$ cat src/rtl/quadratic_probe_symbol_table_top_assert.svh
`ifndef QUADRATIC_PROBE_SYMBOL_TABLE_TOP_ASSERT_SVH
`define QUADRATIC_PROBE_SYMBOL_TABLE_TOP_ASSERT_SVH
// implication checked on every clock edge outside reset
`define QPST_ASSERT_IMP(label, clk, rstn, a, c) \
  label: assert property (@(posedge clk) disable iff (!rstn) (a) |-> (c)) \
    else $error("assertion failed");
// implication whose consequent is checked in the next cycle
`define QPST_ASSERT_NXT(label, clk, rstn, a, c) \
  label: assert property (@(posedge clk) disable iff (!rstn) (a) |=> (c)) \
    else $error("assertion failed");
`endif

$ cat src/rtl/qpst_pkg.sv
package qpst_pkg;
  localparam int TableSize = 64;
  localparam int MaxKeyLen = 32;
  localparam int ValueWidth = 32;
  localparam int SlotW = $clog2(TableSize);
  localparam int CharW = $clog2(MaxKeyLen);
  localparam int LenW = $clog2(MaxKeyLen + 2);
  localparam int KeyAddrW = SlotW + CharW;
  localparam logic [63:0] HashSeed = 64'd7;

  typedef enum logic [2:0] {
    ST_INSERTED = 3'd0, ST_DUPLICATE = 3'd1, ST_FULL = 3'd2,
    ST_FOUND = 3'd3, ST_NOT_FOUND = 3'd4, ST_TOO_LONG = 3'd5
  } status_e;

  typedef enum logic [2:0] {
    S_IDLE, S_PROBE, S_CMPWAIT, S_CMP, S_WRITE, S_DONE
  } state_e;

  // controller -> datapath
  typedef struct packed {
    logic accept_char;   // fold in one character
    logic clear_key;     // reset hash and length
    logic start_probe;   // probe counter to zero, latch home
    logic next_probe;
    logic read_slot;     // read slot meta at probe address
    logic cmp_start;
    logic cmp_next;
    logic write_key;     // copy one char to table
    logic write_meta;
    logic set_result;
    status_e res_status;
  } cmd_t;

  // datapath -> controller
  typedef struct packed {
    logic too_long;
    logic occupied;
    logic len_match;
    logic cmp_done;
    logic cmp_equal;
    logic probes_done;
    logic copy_done;
  } stat_t;
endpackage

$ cat src/rtl/qpst_ctrl.sv
module qpst_ctrl import qpst_pkg::*; (
  input  logic   clk_i,
  input  logic   rst_ni,
  input  logic   in_valid_i,
  output logic   in_stall_o,
  input  logic   opcode_i,
  input  logic   last_char_i,
  output logic   out_valid_o,
  input  logic   out_stall_i,
  input  stat_t  stat_i,
  output cmd_t   cmd_o
);
  state_e state_q, state_d;
  logic op_q, op_d;
  logic out_valid_q, out_valid_d;
  logic acc;

  assign acc = in_valid_i && !in_stall_o;
  assign in_stall_o = (state_q != S_IDLE) || (out_valid_q && last_char_i);
  assign out_valid_o = out_valid_q;

  always_comb begin
    state_d = state_q;
    op_d = op_q;
    case (state_q)
      S_IDLE: begin
        if (acc && last_char_i) begin
          op_d = opcode_i;
          state_d = stat_i.too_long ? S_DONE : S_PROBE;
        end
      end
      S_PROBE: state_d = stat_i.probes_done ? S_DONE : S_CMPWAIT;
      S_CMPWAIT: begin
        if (!stat_i.occupied) state_d = op_q ? S_DONE : S_WRITE;
        else if (!stat_i.len_match) state_d = S_PROBE;
        else state_d = S_CMP;
      end
      S_CMP: begin
        if (stat_i.cmp_done) state_d = stat_i.cmp_equal ? S_DONE : S_PROBE;
      end
      S_WRITE: if (stat_i.copy_done) state_d = S_DONE;
      S_DONE: state_d = S_IDLE;
      default: state_d = S_IDLE;
    endcase
  end

  always_comb begin
    cmd_o = '0;
    cmd_o.res_status = ST_NOT_FOUND;
    out_valid_d = out_valid_q && out_stall_i;
    case (state_q)
      S_IDLE: begin
        cmd_o.accept_char = acc;
        cmd_o.start_probe = acc && last_char_i;
        if (acc && last_char_i && stat_i.too_long) begin
          cmd_o.set_result = 1'b1;
          cmd_o.res_status = ST_TOO_LONG;
        end
      end
      S_PROBE: begin
        cmd_o.read_slot = !stat_i.probes_done;
        if (stat_i.probes_done) begin
          cmd_o.set_result = 1'b1;
          cmd_o.res_status = op_q ? ST_NOT_FOUND : ST_FULL;
        end
      end
      S_CMPWAIT: begin
        cmd_o.cmp_start = 1'b1;
        if (!stat_i.occupied && op_q) begin
          cmd_o.set_result = 1'b1;
          cmd_o.res_status = ST_NOT_FOUND;
        end
        if (stat_i.occupied && !stat_i.len_match) cmd_o.next_probe = 1'b1;
      end
      S_CMP: begin
        cmd_o.cmp_next = 1'b1;
        if (stat_i.cmp_done && stat_i.cmp_equal) begin
          cmd_o.set_result = 1'b1;
          cmd_o.res_status = op_q ? ST_FOUND : ST_DUPLICATE;
        end
        if (stat_i.cmp_done && !stat_i.cmp_equal) cmd_o.next_probe = 1'b1;
      end
      S_WRITE: begin
        cmd_o.write_key = 1'b1;
        if (stat_i.copy_done) begin
          cmd_o.write_meta = 1'b1;
          cmd_o.set_result = 1'b1;
          cmd_o.res_status = ST_INSERTED;
        end
      end
      S_DONE: begin
        cmd_o.clear_key = 1'b1;
        out_valid_d = 1'b1;
      end
      default: ;
    endcase
  end

  always_ff @(posedge clk_i or negedge rst_ni) begin
    if (!rst_ni) begin
      state_q <= S_IDLE;
      op_q <= 1'b0;
      out_valid_q <= 1'b0;
    end else begin
      state_q <= state_d;
      op_q <= op_d;
      out_valid_q <= out_valid_d;
    end
  end
endmodule

$ cat config.mk
export PLATFORM = sky130hd
export DESIGN_NAME = qpst_ctrl
export DESIGN_NICKNAME = d
export VERILOG_FILES = /design/src/rtl/quadratic_probe_symbol_table_top_assert.svh /design/src/rtl/qpst_pkg.sv /design/src/rtl/qpst_ctrl.sv
export SDC_FILE = /design/constraint.sdc
export NUM_CORES = 1
export LEC_CHECK = 0
export ABC_AREA = 0
export BUFFER_PORTS_ARGS = -buffer_cell sky130_fd_sc_hd__clkbuf_2
export CORE_MARGIN = 2
export CORE_UTILIZATION = 26
export CTS_BUF_LIST = sky130_fd_sc_hd__clkbuf_4
export DETAILED_ROUTE_END_ITERATION = 10
export PLACE_DENSITY = 0.6
export SETUP_SLACK_MARGIN = 0.2
export SYNTH_ARGS = -nofsm -noshare
export SYNTH_HDL_FRONTEND = slang
export SYNTH_SLANG_ARGS = --single-unit
$ cat constraint.sdc
create_clock -name clk_i -period 2.2 [get_ports clk_i]
set_input_delay 0.44 -clock clk_i [delete_from_list [all_inputs] [get_ports clk_i]]
set_output_delay 0.44 -clock clk_i [all_outputs]
set_load 0.02 [all_outputs]
==> results.md, run 1 <==
* Syn Area/Cell at between 8 and 9 um2
* Port bufs at 27
* Largest net degree at the start of global routing at 8
* CTS max path bufs at 2
* Largest area contributor in the netlist: dfrtp_1
* RSZ-0062 raised after global routing: yes
* Worst Tran Pin Value at just under 0.3 ns
* Synth async-reset ratio at 100%
* Setup CP Type: reg -> out
* Reg area at between 100 and 150 um2
* Critical Path Fanout Max at 7
* Worst VDD drop at between 0.5 and 0.6 mV
* Share of layout cells above drive strength 1 at ~57%
* Multi-input gate area at a little over 400 um2
* DR iter-0 viols at 9
* Mapped Nets at 81
* Chip Width at roughly 51 um
* Critical Path End Type: output pin
* CTS Buf Count at 3
* Main synth FF type: dfrtp_1
* Clock transition at path regs at around 0.040 ns
* Finish-stage setup viols at 0
* Status: finished, final reports clean
* Routed Antenna Nets at 0
* Pre-antenna DRT Iters at 4
* GRT overflow at 0
* RePlAce Congestion at slightly below 0.8
* Synth top area share at between 20% and 30%
* CTS tree: built
* Pwr per Cell Area at between 1000 and 1500 nW/um2
* Req. time, crit path at ~1.8 ns
* Yosys cell types at 34
* Post-synth top cells: 7 x a21oi_1, 7 x nor2_1, 5 x dfrtp_1, 5 x nand2_1, 4 x o21ai_0
* Die Area at between 2000 and 3000 um2
* Area contributors post-synth: dfrtp_1 22%, a21oi_1 6.2%, nor2_1 4.6%
* Vias at 680
* Clock root cell: clkbuf_4
* Final wirelength at 1760 um
* Post-detail-place hpwl at approximately 1200 um
* Vias in the first global route at 680
* Worst Reg-to-Reg Cells at 4
* H-tree levels at 1
* Non-Filler Instances at between 100 and 150
* Residual DRC at 0
* Synth Instances at 68
* Die height at approximately 51 um
* Post-synth EDFFs at 0
* Worst-case clock skew at roughly 0.0012 ns
* WHS at ~0.40 ns
* Critical path startpoint category: flip-flop
* Number of fill cells at 202
* Clock latency on the worst-skew pair at between 0.2 and 0.25 ns
* Synth-to-layout area growth at 64.2%
* Max Cap Viol at 0
* Post-synthesis instance area at 569 um2
* Layout Nets at about 130
* # placed instances at between 100 and 150
* Initial Util at 28.2%
* Critical path data arrival time at roughly 1.6 ns
* Rows at 16
* Pins Over Slew Limit at 0
* Setup TNS Final at 0 ns
* Hold Vio Cnt, Final at 0
* Total GRT Usage at 14.3%
* Ys Warns at 0
* First-pass GRT wire length at approximately 2700 um
* IO Pins at 28
* Drt via density at ~4.8
* Sequential area share after synthesis at 22.0%
* Minimum clock period at around 2.0 ns
* Worst hold path cell count at 2
* Diodes inserted at 0
* Final period utilization at approximately 91%
* Slew headroom at approximately four fifths
* LEAKAGE at ~0.47 nW
* Synth Register Bits at 5
* DR WL/cell at about 12 um
* Initial antenna violation count at 0
* CTS Sinks at 5
* Fmax at about 0.5 GHz
* Tightest Hold Check Type: in -> reg
* Core Area at between 2000 and 2500 um2
-- kinds of logic (layout without fill, tap and decap cells) --
logic type	Yosys count	after routing	share of synthesized area [%]
AND/OR/NAND/NOR	35	35	42.4
buffers and inverters	8	55	12.1
flip-flops	5	5	22.0
AO/OA/AOI/OAI	19	19	21.5
multiplexers	1	1	1.98
-- cell usage in the layout, fill, tap and decap left out, types with 2 or more instances in the layout --
cell,n
a21oi_1,6
nand2_1,5
nor3_1,2
nor3_2,2
buf_6,3
clkbuf_4,4
nor2_1,6
buf_4,17
nand3b_1,3
nand2b_1,2
o21ai_0,4
and3_1,3
dfrtp_2,4
buf_2,2
clkbuf_2,24
inv_1,3
-- path summary, 6_finish.rpt --
kind | endpoint | slack, ns | from
worst max-delay path | cmd_o[3] | 0.20 | state_q[0]
worst min register to register | out_valid_o | 0.51 | out_valid_o
max in group asynchronous | state_q[0] | 1.51 | rst_ni
worst min-delay path | out_valid_o | 0.40 | out_stall_i
min in group asynchronous | state_q[1] | 0.55 | rst_ni
worst max register to register | op_q | 0.71 | state_q[1]
-- registers in the layout, indices dropped and copies added, names as in the netlist --
signal	cells
out_valid_o	1
op_q	1
state_q	3
-- area by class of cell --
class,instances,area share [%]
Clock buffer,4,3.21
Timing Repair Buffer,48,33.9
Sequential cell,5,13.9
Inverter,3,1.20
Multi-Input combinational cell,55,44.2
Tap cell,27,3.61
-- worst max-delay path, stage by stage (launching register included) --
cell and delay, ns:
dfrtp_2 0.48, nand3b_1 0.16, nor2_2 0.07, a31o_4 0.21, a211o_4 0.27, buf_8 0.13
-- metrics by stage --
stage / setup slack (ns) / util [%] / cell area [um2] / total power [mW]
after global placement: 0.272 / 36.9 / 746 / 0.929
after CTS: 0.211 / 44.7 / 903 / 1.24
final: 0.201 / 46.2 / 935 / 1.27
after global routing: 0.155 / 46.2 / 935 / 1.37
after floorplan: 0.269 / - / 597 / 0.787
after detailed placement: 0.234 / 36.9 / 746 / 0.942
-- per-layer routing --
| metal | vias up | GRT usage (%) | share of wire, % |
|---|---|---|---|
| li1 | 339 | - | - |
| met1 | 324 | 13.9 | 40 |
| met2 | 15 | 28.3 | 56 |
| met3 | 2 | 1.79 | 2.8 |
| met4 | 0 | 8.11 | 0.85 |
| met5 | - | 0 | 0 |
-- what timing repair did --
item,in CTS,in global routing
setup buffers,14,1
endpoints found under the setup margin,5,4
gates resized for setup,11,6
pin swaps,4,4
hold buffers,0,1
endpoints found under the hold margin,0,2
-- where the power goes --
group          leakage [nW]  internal, mW  switching [mW]
Clock                0.0184        0.0809          0.0374
Sequential           0.0575         0.143          0.0884
Combinational         0.395         0.471           0.454
No activity file was read; power rests on OpenSTA's default activity.
==> run 2: changes to the inputs <==
CTS_BUF_LIST = default   (was sky130_fd_sc_hd__clkbuf_4)
==> results.md, run 2 (synthesis gave the netlist of run 1 again) <==
* Critical Path End Type: output pin
* Largest net degree at the start of global routing at 9 (+1)
* RePlAce Congestion at 0.785 (unchanged)
* Pre-antenna DRT Iters at 4 (unchanged)
* WHS at 0.00720 ns (-0.396 ns)
* Vias in the first global route at 644 (-5.3%)
* Clock transition at path regs at 0.04 ns (about the same)
* Share of layout cells above drive strength 1 at 57.8% (+1.2 points)
* GRT overflow at 0 (unchanged)
* Leading cell type in the layout, fill and taps excluded: clkbuf_2
* Post-detail-place hpwl at 1240 um (unchanged)
* Switching share of power at 45.9% (+0.37 points)
* H-tree levels at 1 (unchanged)
* Total GRT Usage at 13.8% (-0.50 points)
* # placed instances at 122 (unchanged)
* Met2 wire len at 1030 um (+3.3%)
* Synth-to-layout area growth at 65.7%
* Port bufs at 27 (unchanged)
* Met1 Routed Length at 719 um (+2.4%)
* Status: finished, final reports clean
* Met3 WL post-DR at 79 um (+61%)
* Layout Nets at 130 (+0.78%)
* Routed Antenna Nets at 0 (unchanged)
* Clock latency on the worst-skew pair at 0.24 ns (about the same)
* Diodes inserted at 0 (unchanged)
* Setup TNS Final at 0 ns (unchanged)
* Worst Setup Slack, final at 0.211 ns (+0.0100 ns)
* Pins Over Slew Limit at 0 (unchanged)
* Reg area at 130 um2 (unchanged)
* CTS max path bufs at 2 (unchanged)
* Minimum clock period at 1.99 ns (-0.0100 ns)
* Final wirelength at 1820 um (+3.6%)
* Initial antenna violation count at 0 (unchanged)
* CTS Sinks at 5 (unchanged)
* Cell family with most CP delay: compound AO/OA/AOI/OAI gates
* Worst path max stage delay at 0.47 ns (about the same)
* Tightest Hold Check Type: in -> async
* CTS tree: built
* Rows at 16 (unchanged)
* Critical-path top delay cell: dfrtp_2
* DR WL/cell at 12.8 um (+2.9%)
* Critical Path Fanout Max at 7 (unchanged)
* Residual DRC at 0 (unchanged)
* Largest Register: state_q
* Finish-stage setup viols at 0 (unchanged)
* Req. time, crit path at 1.76 ns (about the same)
* Worst Setup SP: state_q[0]
* Worst Tran Pin Value at 0.322 ns (+0.0242 ns)
* Fin area at 943 um2 (+0.94%)
* Core Area at 2020 um2 (unchanged)
* Clock share of power at 8.1% (-1.2 points)
* Pwr per Cell Area at 1370 nW/um2 (+0.74%)
* DR iter-0 viols at 19 (+10)
* Critical path data arrival time at 1.55 ns (about the same)
* Worst-case clock skew at 0.00223 ns (+0.000995 ns)
* Cell Area, Placed at 746 um2 (unchanged)
* Pre-CTS setup slack at 0.234 ns (unchanged)
* LEAKAGE at 0.479 nW (+1.7%)
* R2r setup slk at 0.71 ns (about the same)
* Slew headroom at 78.4% (-1.5 points)
* RSZ-0062 raised after global routing: yes
* First-pass GRT wire length at 2640 um (-4.0%)
* Critical path startpoint category: flip-flop
* CTS Buf Count at 3 (unchanged)
* Worst Path Buf+Inv at 1 (unchanged)
* Switch Pwr at 595 uW (+2.5%)
* Die height at 50.8 um (unchanged)
* Gate power share at 73.9% (+1.3 points)
* Sequential Power Share at 18.0% (about the same)
* Drt via density at 4.92 (+2.8%)
* Int Pwr at 701 uW (+0.99%)
* CP cell instances: nand3b_1 > nor2_2 > a31o_4 > a211o_4 > buf_8
* Worst VDD drop at 0.502 mV (-8.7%)
* Max FFs per register at 3 (unchanged)
* Max Cap Viol at 0 (unchanged)
* IO Pins at 28 (unchanged)
* Hold Vio Cnt, Final at 0 (unchanged)
* Clock root cell: clkbuf_4
* Non-Filler Instances at 143 (+0.70%)
* Vias at 704 (+3.5%)
* Total power at 1.30 mW (+1.7%)
* Chip Width at 50.8 um (unchanged)
* Fmax at 0.503 GHz (+0.50%)
* Max Used Layer: met3
* Final period utilization at 90.4% (-0.45 points)
* Initial Util at 28.2% (unchanged)
* Die Area at 2580 um2 (unchanged)
* Setup CP Type: reg -> out
* Worst R2R Start: out_valid_o
* Number of fill cells at 196 (-3.0%)
* Fin util at 46.7% (+0.43 points)
* Multi-input gate area at 420 um2 (+1.8%)
* Most frequent cells in the layout: 24 x clkbuf_2, 19 x buf_4, 6 x nor2_1, 6 x a21oi_1, 5 x nand2_1
[run 2: changes by cell type in the layout (fill, tap and decap cells not counted), sizes merged]
cell | previous run | this run
dlygate4sd3 | 1 | 0
buf | 23 | 25
[run 2: final timing paths]
path | endpoint | cells past startpoint
hold / removal | state_q[1] | 1
max in group asynchronous | state_q[0] | 1
min in group clk_i | out_valid_o | 2
hold reg to reg | out_valid_o | 2
setup / recovery | cmd_o[3] | 5
setup reg to reg | op_q | 4
[run 2: area by class of cell]
| type | instances | share of cell area (%) |
|---|---|---|
| Clock buffer | 4 | 2.79 |
| Sequential cell | 5 | 13.8 |
| Inverter | 3 | 1.19 |
| Tap cell | 27 | 3.58 |
| Multi-Input combinational cell | 55 | 44.6 |
| Timing Repair Buffer | 49 | 34.1 |
[run 2: power groups by stage]
stage | clock [mW] | combinational (mW) | sequential (mW)
floorplan | 0 | 0.596 | 0.191
detailed placement | 0 | 0.680 | 0.262
global route | 0.117 | 1.03 | 0.235
global placement | 0 | 0.669 | 0.260
CTS | 0.108 | 0.884 | 0.222
finish | 0.105 | 0.958 | 0.233
[run 2: worst reg2reg max path: stages (launching register included)]
cell,delay (ns)
dfrtp_2,0.42
nand3b_4,0.18
nor4_4,0.29
buf_4,0.16
mux2_1,0.33
[run 2: per-layer routing]
layer | vias to the layer above | GRT usage, %
met4 | 0 | 8.11
met1 | 341 | 13.8
met5 | - | 0
li1 | 342 | -
met2 | 21 | 26.8
met3 | 0 | 1.79
[run 2: timing repair]
item                                    4_1_cts  5_1_grt
hold buffers                                  0        0
pin swaps                                     4        4
setup buffers                                13        4
hold endpoints to repair                      0        0
endpoints found under the setup margin        5        4
resized for setup                            11        7
